File: config.mk
export PLATFORM = sky130hd
export DESIGN_NAME = luma_quarter_pel_interpolator
export DESIGN_NICKNAME = d
export VERILOG_FILES = /design/src/sv/lqpi_pkg.sv /design/src/sv/lqpi_line_store.sv /design/src/sv/lqpi_filter.sv /design/src/sv/luma_quarter_pel_interpolator.sv
export SDC_FILE = /design/constraint.sdc
export NUM_CORES = 2
export LEC_CHECK = 0
export BUFFER_PORTS_ARGS = -buffer_cell sky130_fd_sc_hd__buf_2
export CELL_PAD_IN_SITES_DETAIL_PLACEMENT = 1
export CELL_PAD_IN_SITES_GLOBAL_PLACEMENT = 1
export CORE_AREA = 2 2 624 626
export DETAILED_ROUTE_END_ITERATION = 16
export DIE_AREA = 0 0 626 628
export MAX_ROUTING_LAYER = met4
export PLACE_DENSITY_LB_ADDON = 0.1
export SYNTH_ARGS = -nofsm -noshare
export SYNTH_HDL_FRONTEND = slang
export SYNTH_SLANG_ARGS = --single-unit
File: constraint.sdc
create_clock -name clk -period 13.7 [get_ports clk]
set_input_delay 0.685 -clock clk [delete_from_list [all_inputs] [get_ports clk]]
set_output_delay 0.685 -clock clk [all_outputs]
set_load 0.05 [all_outputs]
File: src/sv/lqpi_pkg.sv
// Shared types, constants and arithmetic helpers of the luma quarter-pel interpolator.
package lqpi_pkg;

	localparam int PIX_W      = 8;
	localparam int STORE_ROWS = 6;
	localparam int WIN_SPAN   = 6;
	localparam int MARGIN     = 5;
	localparam int CFG_IDX_W  = 3;
	localparam int CFG_DATA_W = 13;
	localparam int FRAC_W     = 2;
	localparam int SIZE_W     = 5;
	localparam int STRIDE_W   = 13;
	localparam int COORD_W    = 4;
	localparam int ADDR_W     = 16;
	localparam int HSUM_W     = 15;
	localparam int JSUM_W     = 21;

	localparam int TAP_INNER  = 20;
	localparam int TAP_OUTER  = 5;
	localparam int RND_HALF   = 16;
	localparam int SH_HALF    = 5;
	localparam int RND_CTR    = 512;
	localparam int SH_CTR     = 10;
	localparam int PIX_MAX    = 255;

	localparam logic [SIZE_W-1:0]   RST_BLOCK_SIZE = 5'd16;
	localparam logic [STRIDE_W-1:0] RST_STRIDE     = 13'd16;

	typedef enum logic [CFG_IDX_W-1:0] {
		CFG_FRAC_X  = 3'd0,
		CFG_FRAC_Y  = 3'd1,
		CFG_BLOCK_W = 3'd2,
		CFG_BLOCK_H = 3'd3,
		CFG_STRIDE  = 3'd4
	} cfg_reg_t;

	typedef logic [PIX_W-1:0] pix_t;
	// one line-store word: the same column of all six stored rows, lane = row mod 6
	typedef logic [STORE_ROWS-1:0][PIX_W-1:0] col_t;
	// 6x6 pixel window, [row][col], row 0 and col 0 the oldest
	typedef logic [WIN_SPAN-1:0][WIN_SPAN-1:0][PIX_W-1:0] win_t;

	typedef struct packed {
		logic [ADDR_W-1:0]  addr;
		logic [COORD_W-1:0] row;
		logic [COORD_W-1:0] col;
		logic               last;
	} meta_t;

	function automatic logic signed [JSUM_W-1:0] px_ext(input pix_t p);
		return $signed({{(JSUM_W-PIX_W){1'b0}}, p});
	endfunction

	function automatic logic signed [JSUM_W-1:0] tap6(
		input logic signed [JSUM_W-1:0] a,
		input logic signed [JSUM_W-1:0] b,
		input logic signed [JSUM_W-1:0] c,
		input logic signed [JSUM_W-1:0] d,
		input logic signed [JSUM_W-1:0] e,
		input logic signed [JSUM_W-1:0] f
	);
		return JSUM_W'(a - TAP_OUTER * b + TAP_INNER * c + TAP_INNER * d
			- TAP_OUTER * e + f);
	endfunction

	// (v + rnd) >> sh, clipped to the pixel range
	function automatic pix_t round_clip(input logic signed [JSUM_W-1:0] v,
		input int rnd, input int sh);
		logic signed [JSUM_W-1:0] t;
		t = v + JSUM_W'(rnd);
		if (t < 0) return '0;
		t = t >>> sh;
		if (t > PIX_MAX) return pix_t'(PIX_MAX);
		return t[PIX_W-1:0];
	endfunction

	function automatic pix_t avg2(input pix_t a, input pix_t b);
		logic [PIX_W:0] s;
		s = {1'b0, a} + {1'b0, b} + {{PIX_W{1'b0}}, 1'b1};
		return s[PIX_W:1];
	endfunction

endpackage

File: src/sv/lqpi_line_store.sv
// Column-organised line store: one write port, one read port, registered read data.
module lqpi_line_store #(
	parameter int DEPTH  = 21,
	parameter int WORD_W = 48
) (
	input  logic                     clk,
	input  logic                     rd_en,
	input  logic [$clog2(DEPTH)-1:0] rd_addr,
	output logic [WORD_W-1:0]        rd_data,
	input  logic                     wr_en,
	input  logic [$clog2(DEPTH)-1:0] wr_addr,
	input  logic [WORD_W-1:0]        wr_data
);

	logic [WORD_W-1:0] mem [DEPTH];
	logic [WORD_W-1:0] rd_data_q;

	always_ff @(posedge clk) begin
		if (wr_en) begin
			mem[wr_addr] <= wr_data;
		end
	end

	// hold the last read word until the next read
	always_ff @(posedge clk) begin
		if (rd_en) begin
			rd_data_q <= mem[rd_addr];
		end
	end

	assign rd_data = rd_data_q;

endmodule

File: src/sv/lqpi_filter.sv
// Interpolation datapath: 6-tap sums, half-pel rounding, centre filter and quarter-pel select.
module lqpi_filter (
	input  logic                clk,
	input  logic                arst_n,
	input  logic                in_valid,
	output logic                in_ready,
	input  lqpi_pkg::win_t      win,
	input  lqpi_pkg::meta_t     in_meta,
	input  logic [3:0]          frac,
	output logic                out_valid,
	input  logic                out_ready,
	output lqpi_pkg::pix_t      out_pixel,
	output lqpi_pkg::meta_t     out_meta
);

	logic                                 v_s3, v_s4, out_valid_q;
	logic signed [lqpi_pkg::HSUM_W-1:0]   hs_s3 [lqpi_pkg::WIN_SPAN];
	logic signed [lqpi_pkg::HSUM_W-1:0]   vs2_s3, vs3_s3;
	lqpi_pkg::pix_t                       g_s3, g23_s3, g32_s3;
	lqpi_pkg::meta_t                      meta_s3, meta_s4, out_meta_q;
	lqpi_pkg::pix_t                       b_s4, s_s4, h_s4, m_s4, g_s4, g23_s4, g32_s4;
	logic signed [lqpi_pkg::JSUM_W-1:0]   jsum_s4;
	lqpi_pkg::pix_t                       out_pixel_q;

	logic signed [lqpi_pkg::HSUM_W-1:0]   hs [lqpi_pkg::WIN_SPAN];
	logic signed [lqpi_pkg::HSUM_W-1:0]   vs2, vs3;
	logic signed [lqpi_pkg::JSUM_W-1:0]   jsum;
	lqpi_pkg::pix_t                       j_pix, sel_pix;
	logic                                 out_free, s4_free, s3_free, adv3, adv4;

	assign out_free = !out_valid_q || out_ready;
	assign adv4     = v_s4 && out_free;
	assign s4_free  = !v_s4 || out_free;
	assign adv3     = v_s3 && s4_free;
	assign s3_free  = !v_s3 || s4_free;
	assign in_ready = s3_free;

	always_comb begin
		for (int k = 0; k < lqpi_pkg::WIN_SPAN; k++) begin
			hs[k] = lqpi_pkg::HSUM_W'(lqpi_pkg::tap6(
				lqpi_pkg::px_ext(win[k][0]), lqpi_pkg::px_ext(win[k][1]),
				lqpi_pkg::px_ext(win[k][2]), lqpi_pkg::px_ext(win[k][3]),
				lqpi_pkg::px_ext(win[k][4]), lqpi_pkg::px_ext(win[k][5])));
		end
		vs2 = lqpi_pkg::HSUM_W'(lqpi_pkg::tap6(
			lqpi_pkg::px_ext(win[0][2]), lqpi_pkg::px_ext(win[1][2]),
			lqpi_pkg::px_ext(win[2][2]), lqpi_pkg::px_ext(win[3][2]),
			lqpi_pkg::px_ext(win[4][2]), lqpi_pkg::px_ext(win[5][2])));
		vs3 = lqpi_pkg::HSUM_W'(lqpi_pkg::tap6(
			lqpi_pkg::px_ext(win[0][3]), lqpi_pkg::px_ext(win[1][3]),
			lqpi_pkg::px_ext(win[2][3]), lqpi_pkg::px_ext(win[3][3]),
			lqpi_pkg::px_ext(win[4][3]), lqpi_pkg::px_ext(win[5][3])));
	end

	// centre value: vertical 6-tap over the unclipped horizontal sums
	assign jsum = lqpi_pkg::tap6(
		lqpi_pkg::JSUM_W'(hs_s3[0]), lqpi_pkg::JSUM_W'(hs_s3[1]),
		lqpi_pkg::JSUM_W'(hs_s3[2]), lqpi_pkg::JSUM_W'(hs_s3[3]),
		lqpi_pkg::JSUM_W'(hs_s3[4]), lqpi_pkg::JSUM_W'(hs_s3[5]));

	assign j_pix = lqpi_pkg::round_clip(jsum_s4, lqpi_pkg::RND_CTR, lqpi_pkg::SH_CTR);

	// frac = {frac_y, frac_x}
	always_comb begin
		case (frac)
			4'd0:    sel_pix = g_s4;
			4'd1:    sel_pix = lqpi_pkg::avg2(g_s4, b_s4);
			4'd2:    sel_pix = b_s4;
			4'd3:    sel_pix = lqpi_pkg::avg2(g23_s4, b_s4);
			4'd4:    sel_pix = lqpi_pkg::avg2(g_s4, h_s4);
			4'd5:    sel_pix = lqpi_pkg::avg2(b_s4, h_s4);
			4'd6:    sel_pix = lqpi_pkg::avg2(b_s4, j_pix);
			4'd7:    sel_pix = lqpi_pkg::avg2(b_s4, m_s4);
			4'd8:    sel_pix = h_s4;
			4'd9:    sel_pix = lqpi_pkg::avg2(h_s4, j_pix);
			4'd10:   sel_pix = j_pix;
			4'd11:   sel_pix = lqpi_pkg::avg2(j_pix, m_s4);
			4'd12:   sel_pix = lqpi_pkg::avg2(g32_s4, h_s4);
			4'd13:   sel_pix = lqpi_pkg::avg2(h_s4, s_s4);
			4'd14:   sel_pix = lqpi_pkg::avg2(j_pix, s_s4);
			default: sel_pix = lqpi_pkg::avg2(m_s4, s_s4);
		endcase
	end

	always_ff @(posedge clk or negedge arst_n) begin
		if (!arst_n) begin
			v_s3        <= 1'b0;
			v_s4        <= 1'b0;
			out_valid_q <= 1'b0;
		end else begin
			if (in_valid && s3_free) begin
				v_s3 <= 1'b1;
			end else if (adv3) begin
				v_s3 <= 1'b0;
			end
			if (adv3) begin
				v_s4 <= 1'b1;
			end else if (adv4) begin
				v_s4 <= 1'b0;
			end
			if (adv4) begin
				out_valid_q <= 1'b1;
			end else if (out_ready) begin
				out_valid_q <= 1'b0;
			end
		end
	end

	always_ff @(posedge clk) begin
		if (in_valid && s3_free) begin
			for (int k = 0; k < lqpi_pkg::WIN_SPAN; k++) begin
				hs_s3[k] <= hs[k];
			end
			vs2_s3  <= vs2;
			vs3_s3  <= vs3;
			g_s3    <= win[2][2];
			g23_s3  <= win[2][3];
			g32_s3  <= win[3][2];
			meta_s3 <= in_meta;
		end
		if (adv3) begin
			b_s4    <= lqpi_pkg::round_clip(lqpi_pkg::JSUM_W'(hs_s3[2]),
				lqpi_pkg::RND_HALF, lqpi_pkg::SH_HALF);
			s_s4    <= lqpi_pkg::round_clip(lqpi_pkg::JSUM_W'(hs_s3[3]),
				lqpi_pkg::RND_HALF, lqpi_pkg::SH_HALF);
			h_s4    <= lqpi_pkg::round_clip(lqpi_pkg::JSUM_W'(vs2_s3),
				lqpi_pkg::RND_HALF, lqpi_pkg::SH_HALF);
			m_s4    <= lqpi_pkg::round_clip(lqpi_pkg::JSUM_W'(vs3_s3),
				lqpi_pkg::RND_HALF, lqpi_pkg::SH_HALF);
			jsum_s4 <= jsum;
			g_s4    <= g_s3;
			g23_s4  <= g23_s3;
			g32_s4  <= g32_s3;
			meta_s4 <= meta_s3;
		end
		if (adv4) begin
			out_pixel_q <= sel_pix;
			out_meta_q  <= meta_s4;
		end
	end

	assign out_valid = out_valid_q;
	assign out_pixel = out_pixel_q;
	assign out_meta  = out_meta_q;

endmodule

File: src/sv/luma_quarter_pel_interpolator.sv
// Top level of the luma quarter-pel interpolator: position tracking, line store, window, filter.
//
// The reference window of one block, (block_width+5) x (block_height+5) pixels, enters on
// s_axis in raster order, one pixel per transaction. Each pixel is written into a column-
// organised line store (one word holds the same column of the last six window rows) by a
// read-modify-write: the column is read in the cycle of acceptance and written back, with the
// new pixel merged in, when stage 1 advances, while the merged column is shifted into a 6x6 window
// register. Once window pixel (r,c) with r>=5 and c>=5 has arrived, predicted sample
// (r-5,c-5) leaves on m_axis for the configured offset {frac_y, frac_x}; earlier pixels give
// no result. The block sustains one pixel per clock while m_axis takes every result: the single
// read and single write port of the line store carry exactly one column each cycle, and
// consecutive pixels always touch different columns. A result passes the store read, window,
// filter sums, half-pel rounding and output register in turn, and m_axis back-pressure stalls
// only as far as the pipeline holds bubbles. The line store needs no clearing after reset:
// the rows of a block are written before any prediction reads them. Program the
// configuration registers only while the block is idle.
module luma_quarter_pel_interpolator #(
	parameter int MAX_BLOCK = 16
) (
	input  logic                                clk,
	input  logic                                arst_n,
	// configuration write port
	input  logic                                cfg_we,
	input  logic [lqpi_pkg::CFG_IDX_W-1:0]      cfg_index,
	input  logic [lqpi_pkg::CFG_DATA_W-1:0]     cfg_data,
	// reference pixel stream
	input  logic                                s_axis_tvalid,
	output logic                                s_axis_tready,
	input  logic [7:0]                          s_axis_tdata,  // [7:0] ref_pixel
	// predicted sample stream
	output logic                                m_axis_tvalid,
	input  logic                                m_axis_tready,
	// [7:0] out_pixel, [11:8] out_col, [15:12] out_row, [31:16] out_addr
	output logic [31:0]                         m_axis_tdata,
	output logic                                m_axis_tlast   // out_last
);

	localparam int LINE_LEN = MAX_BLOCK + lqpi_pkg::MARGIN;
	localparam int POS_W    = $clog2(LINE_LEN + 1);
	localparam int MEM_AW   = $clog2(LINE_LEN);
	localparam int PROD_W   = POS_W + lqpi_pkg::STRIDE_W;
	localparam int PHYS_W   = $clog2(lqpi_pkg::STORE_ROWS);

	// configuration registers
	logic [lqpi_pkg::FRAC_W-1:0]   frac_x_q, frac_y_q;
	logic [lqpi_pkg::SIZE_W-1:0]   blk_w_q, blk_h_q;
	logic [lqpi_pkg::STRIDE_W-1:0] stride_q;

	// window position of the next pixel; phys_q is row mod 6
	logic [POS_W-1:0]  col_q, row_q;
	logic [PHYS_W-1:0] phys_q;

	logic [POS_W-1:0]  bw, bh, ww, wh;
	logic [POS_W-1:0]  c0, r0, c1, r1;
	logic [PHYS_W-1:0] p0, p1;
	logic              emit, last;
	logic [POS_W-1:0]  orow, ocol;
	logic              accept;

	// stage 1: line store word arriving
	logic              v_s1, emit_s1, last_s1;
	logic [MEM_AW-1:0] col_s1;
	logic [PHYS_W-1:0] phys_s1;
	lqpi_pkg::pix_t    pix_s1;
	logic [POS_W-1:0]  orow_s1, ocol_s1;

	// stage 2: window holds the item's 6x6 neighbourhood
	logic              v_s2, emit_s2;
	lqpi_pkg::meta_t   meta_s2;
	lqpi_pkg::win_t    win_q;

	lqpi_pkg::col_t    rd_col, merged, new_col;
	logic              adv1, adv2, s2_free;
	logic              f_in_ready, f_out_valid;
	lqpi_pkg::pix_t    f_pixel;
	lqpi_pkg::meta_t   f_meta;
	logic [PROD_W-1:0] addr_full;
	logic [POS_W-1:0]  bw_m1, bh_m1;

	// clamp a size register to 1..MAX_BLOCK
	function automatic logic [POS_W-1:0] eff_size(input logic [lqpi_pkg::SIZE_W-1:0] v);
		if (v == '0) return POS_W'(1);
		if (32'(v) > 32'(MAX_BLOCK)) return POS_W'(MAX_BLOCK);
		return POS_W'(v);
	endfunction

	function automatic logic [PHYS_W-1:0] phys_inc(input logic [PHYS_W-1:0] p);
		if (p == PHYS_W'(lqpi_pkg::STORE_ROWS - 1)) return '0;
		return p + PHYS_W'(1);
	endfunction

	assign bw    = eff_size(blk_w_q);
	assign bh    = eff_size(blk_h_q);
	assign ww    = bw + POS_W'(lqpi_pkg::MARGIN);
	assign wh    = bh + POS_W'(lqpi_pkg::MARGIN);
	assign bw_m1 = bw - POS_W'(1);
	assign bh_m1 = bh - POS_W'(1);

	// configuration writes
	always_ff @(posedge clk or negedge arst_n) begin
		if (!arst_n) begin
			frac_x_q <= '0;
			frac_y_q <= '0;
			blk_w_q  <= lqpi_pkg::RST_BLOCK_SIZE;
			blk_h_q  <= lqpi_pkg::RST_BLOCK_SIZE;
			stride_q <= lqpi_pkg::RST_STRIDE;
		end else if (cfg_we) begin
			case (cfg_index)
				lqpi_pkg::CFG_FRAC_X:  frac_x_q <= cfg_data[lqpi_pkg::FRAC_W-1:0];
				lqpi_pkg::CFG_FRAC_Y:  frac_y_q <= cfg_data[lqpi_pkg::FRAC_W-1:0];
				lqpi_pkg::CFG_BLOCK_W: blk_w_q  <= cfg_data[lqpi_pkg::SIZE_W-1:0];
				lqpi_pkg::CFG_BLOCK_H: blk_h_q  <= cfg_data[lqpi_pkg::SIZE_W-1:0];
				lqpi_pkg::CFG_STRIDE:  stride_q <= cfg_data[lqpi_pkg::STRIDE_W-1:0];
				default: ;
			endcase
		end
	end

	// Position of this pixel and of the next. Normalise first, so that a geometry change
	// between blocks moves a stale position onto the new window.
	always_comb begin
		c0 = col_q;
		r0 = row_q;
		p0 = phys_q;
		if (c0 >= ww) begin
			c0 = '0;
			r0 = r0 + POS_W'(1);
			p0 = phys_inc(p0);
		end
		if (r0 >= wh) begin
			r0 = '0;
			p0 = '0;
		end
		c1 = c0 + POS_W'(1);
		r1 = r0;
		p1 = p0;
		if (c1 >= ww) begin
			c1 = '0;
			r1 = r0 + POS_W'(1);
			p1 = phys_inc(p0);
			if (r1 >= wh) begin
				r1 = '0;
				p1 = '0;
			end
		end
	end

	assign emit = (r0 >= POS_W'(lqpi_pkg::MARGIN)) && (c0 >= POS_W'(lqpi_pkg::MARGIN));
	assign orow = r0 - POS_W'(lqpi_pkg::MARGIN);
	assign ocol = c0 - POS_W'(lqpi_pkg::MARGIN);
	assign last = (orow == bh_m1) && (ocol == bw_m1);

	// Stall handshake: stage 1 leaves when the window stage is free, the window stage
	// leaves when its item needs no result or the filter takes it.
	assign s2_free       = !v_s2 || adv2;
	assign adv1          = v_s1 && s2_free;
	assign adv2          = v_s2 && (!emit_s2 || f_in_ready);
	assign s_axis_tready = !v_s1 || adv1;
	assign accept        = s_axis_tvalid && s_axis_tready;

	always_ff @(posedge clk or negedge arst_n) begin
		if (!arst_n) begin
			col_q  <= '0;
			row_q  <= '0;
			phys_q <= '0;
			v_s1   <= 1'b0;
			v_s2   <= 1'b0;
		end else begin
			if (accept) begin
				col_q  <= c1;
				row_q  <= r1;
				phys_q <= p1;
			end
			if (accept) begin
				v_s1 <= 1'b1;
			end else if (adv1) begin
				v_s1 <= 1'b0;
			end
			if (adv1) begin
				v_s2 <= 1'b1;
			end else if (adv2) begin
				v_s2 <= 1'b0;
			end
		end
	end

	always_ff @(posedge clk) begin
		if (accept) begin
			col_s1  <= c0[MEM_AW-1:0];
			phys_s1 <= p0;
			pix_s1  <= s_axis_tdata;
			emit_s1 <= emit;
			last_s1 <= last;
			orow_s1 <= orow;
			ocol_s1 <= ocol;
		end
	end

	lqpi_line_store #(
		.DEPTH  (LINE_LEN),
		.WORD_W ($bits(lqpi_pkg::col_t))
	) u_store (
		.clk     (clk),
		.rd_en   (accept),
		.rd_addr (c0[MEM_AW-1:0]),
		.rd_data (rd_col),
		.wr_en   (adv1),
		.wr_addr (col_s1),
		.wr_data (merged)
	);

	// Merge the new pixel into its row lane and reorder the column oldest row first.
	always_comb begin
		logic [PHYS_W:0] idx;
		merged          = rd_col;
		merged[phys_s1] = pix_s1;
		for (int k = 0; k < lqpi_pkg::STORE_ROWS; k++) begin
			idx = {1'b0, phys_s1} + (PHYS_W + 1)'(1) + (PHYS_W + 1)'(k);
			if (idx >= (PHYS_W + 1)'(lqpi_pkg::STORE_ROWS)) begin
				idx = idx - (PHYS_W + 1)'(lqpi_pkg::STORE_ROWS);
			end
			new_col[k] = merged[idx[PHYS_W-1:0]];
		end
	end

	assign addr_full = PROD_W'(orow_s1) * PROD_W'(stride_q) + PROD_W'(ocol_s1);

	// advance the window by one column and register the result tags
	always_ff @(posedge clk) begin
		if (adv1) begin
			for (int k = 0; k < lqpi_pkg::WIN_SPAN; k++) begin
				for (int m = 0; m < lqpi_pkg::WIN_SPAN - 1; m++) begin
					win_q[k][m] <= win_q[k][m+1];
				end
				win_q[k][lqpi_pkg::WIN_SPAN-1] <= new_col[k];
			end
			emit_s2      <= emit_s1;
			meta_s2.addr <= addr_full[lqpi_pkg::ADDR_W-1:0];
			meta_s2.row  <= orow_s1[lqpi_pkg::COORD_W-1:0];
			meta_s2.col  <= ocol_s1[lqpi_pkg::COORD_W-1:0];
			meta_s2.last <= last_s1;
		end
	end

	lqpi_filter u_filter (
		.clk       (clk),
		.arst_n    (arst_n),
		.in_valid  (v_s2 && emit_s2),
		.in_ready  (f_in_ready),
		.win       (win_q),
		.in_meta   (meta_s2),
		.frac      ({frac_y_q, frac_x_q}),
		.out_valid (f_out_valid),
		.out_ready (m_axis_tready),
		.out_pixel (f_pixel),
		.out_meta  (f_meta)
	);

	assign m_axis_tvalid = f_out_valid;
	assign m_axis_tdata  = {f_meta.addr, f_meta.row, f_meta.col, f_pixel};
	assign m_axis_tlast  = f_meta.last;

	// the write-back of one column never meets the read of the same column
	a_rmw_no_clash: assert property (@(posedge clk) disable iff (!arst_n)
		(accept && adv1) |-> (c0[MEM_AW-1:0] != col_s1))
		else $error("line store read and write-back hit the same column");

	// a stalled store word keeps its column and pixel until it can be merged
	a_s1_hold: assert property (@(posedge clk) disable iff (!arst_n)
		(v_s1 && !adv1) |=> (v_s1 && $stable(col_s1) && $stable(pix_s1)))
		else $error("stage 1 lost its item while stalled");

	// the last flag marks the bottom-right sample of the block
	a_last_pos: assert property (@(posedge clk) disable iff (!arst_n)
		(m_axis_tvalid && m_axis_tlast) |->
		((f_meta.col == bw_m1[lqpi_pkg::COORD_W-1:0]) &&
		 (f_meta.row == bh_m1[lqpi_pkg::COORD_W-1:0])))
		else $error("last flag on a sample other than the block corner");

endmodule

==> Yosys cells after proc, flatten, opt, wreduce, memory -nomap -nowiden <==
Memory sizes are Yosys's and may differ from the RTL's. A register that Yosys moved wholly into a read port is not among the register bits.
Cells that the tools add are included.
Widths: inputs -> output; s select.
{ "op_classes": {"addsub": 98, "multipliers": 33, "order_cmp": 32, "n_eq_ne": 22, "n_mux": 111, "reduce_logical": 36} }
{ "ops": {"columns": ["op", "count"], "rows": [
  ["$mul 3x8->11 const A", 28],
  ["$add 15x15->15", 16],
  ["$mux 8", 27],
  ["$bmux 8 s3", 6],
  ["$add 15x9->15", 8],
  ["$pmux 8 s15", 1],
  ["$sub 15x15->15", 8],
  ["$sub 9x15->15", 8],
  ["$add 8x8->9", 12],
  ["$add 9x1->9 const B", 12],
  ["$mul 4x15->19 const A", 4],
  ["$mux 5", 14],
  ["$add 15x6->16 const B", 4],
  ["$lt 16x1->1 const B", 4],
  ["$gt 11x9->1 const B", 5],
  ["$bwmux 48", 1],
  ["$mux 1", 47],
  ["$add 21x21->21", 2],
  ["$mux 3", 14],
  ["$eq 4x4->1 const B", 7],
  ["$lt 3x4->1 const B", 7],
  ["$demux 8 s3", 1],
  ["$ge 4x3->1 const B", 6],
  ["$add 21x11->21 const B", 1],
  ["other kinds (35)", 89]
]} }
{ "word_totals": {"reg_bits": 601, "mem_bits_rw": 1098, "in_bits": 29, "output_inout_bits": 35, "wordCells": 421, "memories": 2} }
{ "mem_list": {"columns": ["memory", "depth", "word_bits", "read_ports", "rd_ports_with_merged_regs", "wr", "line_no", "text"], "rows": [
  ["u_store.mem", 21, 48, 1, 1, 1, "lqpi_line_store.sv:15", "logic [WORD_W-1:0] mem [DEPTH];"],
  ["u_filter.hs_s3", 6, 15, 6, 0, 6, "lqpi_filter.sv:17", "logic signed [lqpi_pkg::HSUM_W-1:0] hs_s3 [lqpi_pkg::WIN_SPAN];"]
]} }

==> Depth between registers and ports, before layout <==
{ "depth": {"depth_word": 17, "depth_mapped": 31, "depth_no_buf": 29} }

==> By module <==
From an unflattened synthesis, not the netlist that was laid out.
{ "unflattened": {"hier_cells": 7479, "hier_area_um2": 99236.4} }
{ "by_module_without_submodules": {"columns": ["module", "n_inst", "cells_each", "area_per_inst_um2", "seq_area_each_um2"], "rows": [
  ["lqpi_filter", 1, 4067, 40695.3, 8693.3],
  ["lqpi_line_store", 1, 2127, 40577.7, 31710.4],
  ["luma_quarter_pel_interpolator", 1, 1285, 17963.5, 11324.6]
]} }

==> Worst setup path before layout <==
Ideal clock, no wire load.
{ "synth_timing": {"kind": "reg2reg", "startpoint": "reg u_filter.out_valid_q, in the netlist u_filter.out_valid", "endpoint": "mem u_store.mem[3][0], enable pin", "setup_ns": 0.453, "arrival_ns": 10.452, "required_time_ns": 13.247, "slack_ns": 2.795, "path_stages_with_launch": 7, "n_path_buf": 0, "synth_period_minus_slack_ns": 10.905, "path_cell_list": "dfrtp_1 -> nor2b_1 -> nand3_1 -> o21ai_0 -> inv_1 -> nand3_1 -> nor2_1"} }
{ "synth_between": {"elab_chain_cells": 10} }
{ "synth_lines": {"columns": ["item", "line_no", "text"], "rows": [
  ["start, declared", "lqpi_filter.sv:16", "logic v_s3, v_s4, out_valid_q;"],
  ["start signal, assigned", "lqpi_filter.sv:89", "out_valid_q <= 1'b0;"],
  ["start signal, assigned", "lqpi_filter.sv:102", "out_valid_q <= 1'b1;"],
  ["start signal, assigned", "lqpi_filter.sv:104", "out_valid_q <= 1'b0;"],
  ["$logic_not 1->1", "lqpi_filter.sv:31", "assign out_free = !out_valid_q || out_ready;"],
  ["$logic_or 1x1->1", "lqpi_filter.sv:31", null],
  ["$logic_or 1x1->1", "lqpi_filter.sv:33", "assign s4_free = !v_s4 || out_free;"],
  ["$logic_or 1x1->1", "lqpi_filter.sv:35", "assign s3_free = !v_s3 || s4_free;"],
  ["$logic_or 1x1->1", "luma_quarter_pel_interpolator.sv:157", "assign adv2 = v_s2 && (!emit_s2 || f_in_ready);"],
  ["$logic_and 1x1->1", "luma_quarter_pel_interpolator.sv:157", null],
  ["$logic_or 1x1->1", "luma_quarter_pel_interpolator.sv:155", "assign s2_free = !v_s2 || adv2;"],
  ["$logic_and 1x1->1", "luma_quarter_pel_interpolator.sv:156", "assign adv1 = v_s1 && s2_free;"],
  ["net adv1", "luma_quarter_pel_interpolator.sv:73", "logic adv1, adv2, s2_free;"],
  ["$mux 1", "lqpi_line_store.sv:19", "if (wr_en) begin"],
  ["$mux 1 (not written as such)", "lqpi_line_store.sv:20", "mem[wr_addr] <= wr_data;"],
  ["end, declared", "lqpi_line_store.sv:15", null]
]} }
The timed path passes the listed nets, and every way through them passes these cells.

==> Final worst setup path <==
{ "layout_timing": {"startpoint": "reg blk_w_q[2] in the netlist's numbering", "endpoint": "reg row_q[2]"} }
{ "layout_between": {"elab_chain_cells": 14, "word_cells_on_any_way": 20, "classes_between": "add/sub: 3; order compare: 5; mux: 11; reduce/logical: 1"} }
{ "layout_lines": {"columns": ["item", "line_no", "text"], "rows": [
  ["start, declared", "luma_quarter_pel_interpolator.sv:46", "logic [lqpi_pkg::SIZE_W-1:0] blk_w_q, blk_h_q;"],
  ["start signal, assigned", "luma_quarter_pel_interpolator.sv:104", "blk_w_q <= lqpi_pkg::RST_BLOCK_SIZE;"],
  ["start signal, assigned", "luma_quarter_pel_interpolator.sv:111", "lqpi_pkg::CFG_BLOCK_W: blk_w_q <= cfg_data[lqpi_pkg::SIZE_W-1:0];"],
  ["$gt 5x5->1", "luma_quarter_pel_interpolator.sv:83", "if (32'(v) > 32'(MAX_BLOCK)) return POS_W'(MAX_BLOCK);"],
  ["$mux 1 (2 in a row)", "luma_quarter_pel_interpolator.sv:83", null],
  ["$mux 5", "luma_quarter_pel_interpolator.sv:84", "return POS_W'(v);"],
  ["$mux 5 *", "luma_quarter_pel_interpolator.sv:83", null],
  ["$add 5x3->5 *", "luma_quarter_pel_interpolator.sv:94", "assign ww = bw + POS_W'(lqpi_pkg::MARGIN);"],
  ["$ge 5x5->1", "luma_quarter_pel_interpolator.sv:125", "if (c0 >= ww) begin"],
  ["$mux 5", "luma_quarter_pel_interpolator.sv:125", null],
  ["$ge 5x5->1", "luma_quarter_pel_interpolator.sv:130", "if (r0 >= wh) begin"],
  ["$mux 5", "luma_quarter_pel_interpolator.sv:130", null],
  ["$add 5x1->5", "luma_quarter_pel_interpolator.sv:139", "r1 = r0 + POS_W'(1);"],
  ["$ge 5x5->1", "luma_quarter_pel_interpolator.sv:141", "if (r1 >= wh) begin"],
  ["$mux 5", "luma_quarter_pel_interpolator.sv:141", null],
  ["$mux 5 *", "luma_quarter_pel_interpolator.sv:137", "if (c1 >= ww) begin"],
  ["end signal, assigned", "luma_quarter_pel_interpolator.sv:171", "row_q <= r1;"],
  ["end, declared", "luma_quarter_pel_interpolator.sv:50", "logic [POS_W-1:0] col_q, row_q;"]
]} }
Every way passes the cells marked *; elsewhere a longest branch is shown, timed or not. The select of a mux whose other input is x is not followed.
A chain may end at the register's enable or synchronous reset.

==> reports/results.txt <==
Row count: 229
Fraction of layout cells with a size suffix above 1: 7.72%
Layout fillers: 41662
Synthesized Nets: 8492
Maximum clock frequency: 137 MHz
Flops & latches, synth: 1730
Post-DRT Antenna Nets: 0
DR WL/cell: 25.0 um
Pre-CTS setup slack: 6350 ps
First-pass GRT wire length: 462000 um
Post_cts resized: 0
Status: finished clean
GRT overflow: 0
Worst Skew: 96.1 ps
Startpoint of the worst register-to-register path: blk_w_q[2]
Synth Instances: 7284
Total number of vias: 58396
Die ar.: 393000 sq um
CTS tree: built
Hold EP: stride_q[9]
CP peak stage delay: 690 ps
Iter 0 DRT Violations: 3131
Crit. End Element: register
Max clock buf depth: 4
Period Utilization, post-route: 53.3%
CP max-delay cell: o31ai_2
RSZ-0062 raised after global routing: no
Starting Density: 24.9%
Top delay family on crit path: compound AO/OA/AOI/OAI gates
Gr usage total: 16.6%
Hold Crit Class: input port to register
Num CTS Buffers: 209
Number of global-route vias before repair: 63107
Critical path peak fanout: 11
Total core area: 387000 sq um
Root Buffer: clkbuf_16
Die extent in y: 628 um
WS Path Type: register to register
Register area share after synthesis: 53.7%
Most used cell, CP: ha_1
WHS Path Cells: 2
DRC Markers: 0
CP required: 14510 ps
Syn Area/Cell: 13.2 sq um
GR Layer Usage met2: 27.9%
Port Buffers: 63
DRT Pass-1 Iters: 7
Endpoints failing hold: 0
Vias per std cell: 4.56
Period minus WS final: 7300 ps
Worst skew pair latency: 910 ps
Setup Buffers After CTS: 0
Asr flop ratio synth: 2.60%
Total I/O pin count: 64
Synth Flop Type: edfxtp_1
Worst slew margin: 13.7%
H-tree Lvls: 4
Die Width: 626 um
Total Wirelength: 321000 um
Pins Over Slew Limit: 0
Worst path bufs/invs: 2
Final worst setup slack: 6400 ps
Final Util: 28.3%
Slew at the pin closest to its max-slew limit: 1280 ps
Setup TNS: 0 ps
Ys Warns: 0
Detailed placer's ending HPWL: 224000 um
Worst hold slack: 93.7 ps
Netlist cell types: 97
Met3 global-route usage: 1.60%
Area Overhead vs Synth: 13.8%
Hold path start: cfg_data[9]
Reg clk slew, reported paths: 60 ps
CTS Sinks: 1730
GPL Wtd Cong: 0.797
Met1 Use GR: 21.8%
Fin nets: 8666
Worst reg2reg endpoint: row_q[2]
Startpoint Class: register
Final setup viols: 0
Worst R2R Path Depth: 29
Post-synth EDFFs: 1685
Worst setup path startpoint: blk_w_q[2]
Cell Area, Synth: 96300 sq um
Largest net degree at the start of global routing: 160
Crit path DAT: 8110 ps
Hold_buf cts: 15
Flop-to-flop setup slack: 6400 ps
GRT Max-Usage Layer: met2
Initial antenna violation count: 22
Maxcap violations: 0
[routing by layer]
layer  wire (um)  up-vias
met5           0        -
li1            -    27021
met2      158000      661
met3        8170      298
met4        5730        0
met1      149000    30416
[metrics by stage]
step	instances	cell area [sq um]
after floorplan	7284	96300
after global placement	12429	103000
after detailed placement	12429	103000
after CTS	12815	110000
after global routing	12816	110000
final	12818	110000
[Yosys cell counts (8+ instances only)]
cell type,number,area share [%]
or2_2,8,0.052
o21a_1,28,0.22
nand3_1,93,0.48
nor2_1,242,0.94
a21o_1,111,0.87
and2_1,40,0.26
a31oi_1,17,0.11
dfrtp_1,42,1.1
mux2i_1,327,3.4
a22oi_1,20,0.16
fa_1,423,8.8
o211ai_1,45,0.35
clkbuf_1,135,0.53
ha_1,756,9.8
o21ai_0,243,1.3
nand2_1,203,0.79
and3_1,19,0.12
edfxtp_1,1685,53
buf_4,29,0.23
o31ai_1,14,0.11
a21oi_1,325,1.7
xnor2_1,252,2.3
or3_1,26,0.17
a211oi_1,207,1.6
a21boi_0,45,0.35
buf_2,34,0.18
o21ai_1,56,0.29
xor2_1,132,1.2
inv_1,824,3.2
a221oi_1,8,0.073
nor2b_1,172,1.1
o22ai_1,309,2.0
buf_6,8,0.094
mux2_2,70,0.82
nand2b_1,50,0.32
nor3_1,60,0.31
nand4_1,14,0.091
o21bai_1,64,0.50
[layout make-up]
cell class,count,area (sq um),share of cell area [%]
Sequential cell,1730,51700,47.2
Multi-Input combinational cell,4511,40700,37.2
Tap cell,5197,6500,5.93
Clock buffer,264,5440,4.96
Inverter,830,3150,2.87
Timing Repair Buffer,176,1230,1.12
Clock inverter,107,836,0.763
Antenna cell,3,7.51,0.00685
[logic make-up (layout without fill, tap and decap cells)]
family / after synthesis / count (layout) / share of synthesized area [%]
AOI/OAI and AO/OA: 1575 / 1575 / 10.5
other: 0 / 3 / 0
and+or+nand+nor: 968 / 968 / 5.04
DFF: 1730 / 1730 / 53.7
buffers and inverters: 1043 / 1377 / 4.28
muxes: 402 / 402 / 4.33
adders and majority gates: 1179 / 1179 / 18.6
xor gates and xnor gates: 387 / 387 / 3.55
[sequential cells by signal, summed over array words and instances (netlist names), 12 cells and up]
signal	cells
u_store.rd_data	48
u_store.mem	1008
u_filter.out_meta	25
u_filter.meta_s4	25
u_filter.jsum_s4	12
meta_s2	25
u_filter.hs_s3	90
u_filter.meta_s3	25
win_q	288
stride_q	13
[cells in the final DEF, fill, tap and decap left out, types with 64 or more instances in the layout]
cell type     n
mux2i_1     325
buf_4        96
xnor2_1     251
mux2_2       70
clkbuf_16   209
ha_1        756
o22ai_1     309
a21oi_1     325
nor2b_1     170
inv_1       822
fa_1        423
nor2_1      220
nand2_1     199
nand3_1      92
a21o_1      111
o21bai_1     64
edfxtp_1   1685
a211oi_1    207
o21ai_0     243
xor2_1      132
[worst max path at each step]
stage	endpoint	slack (ps)	depth (start not counted)
after floorplan	u_store.mem[3][0]	2790	6
after global placement	phys_q[2]	6320	29
after detailed placement	phys_q[1]	6350	29
after CTS	phys_q[2]	6320	29
after global routing	phys_q[2]	5660	29
final	row_q[2]	6400	29
Power is not shown: default switching activity piles up to over one toggle a cycle in this logic, so the estimate is an artifact.
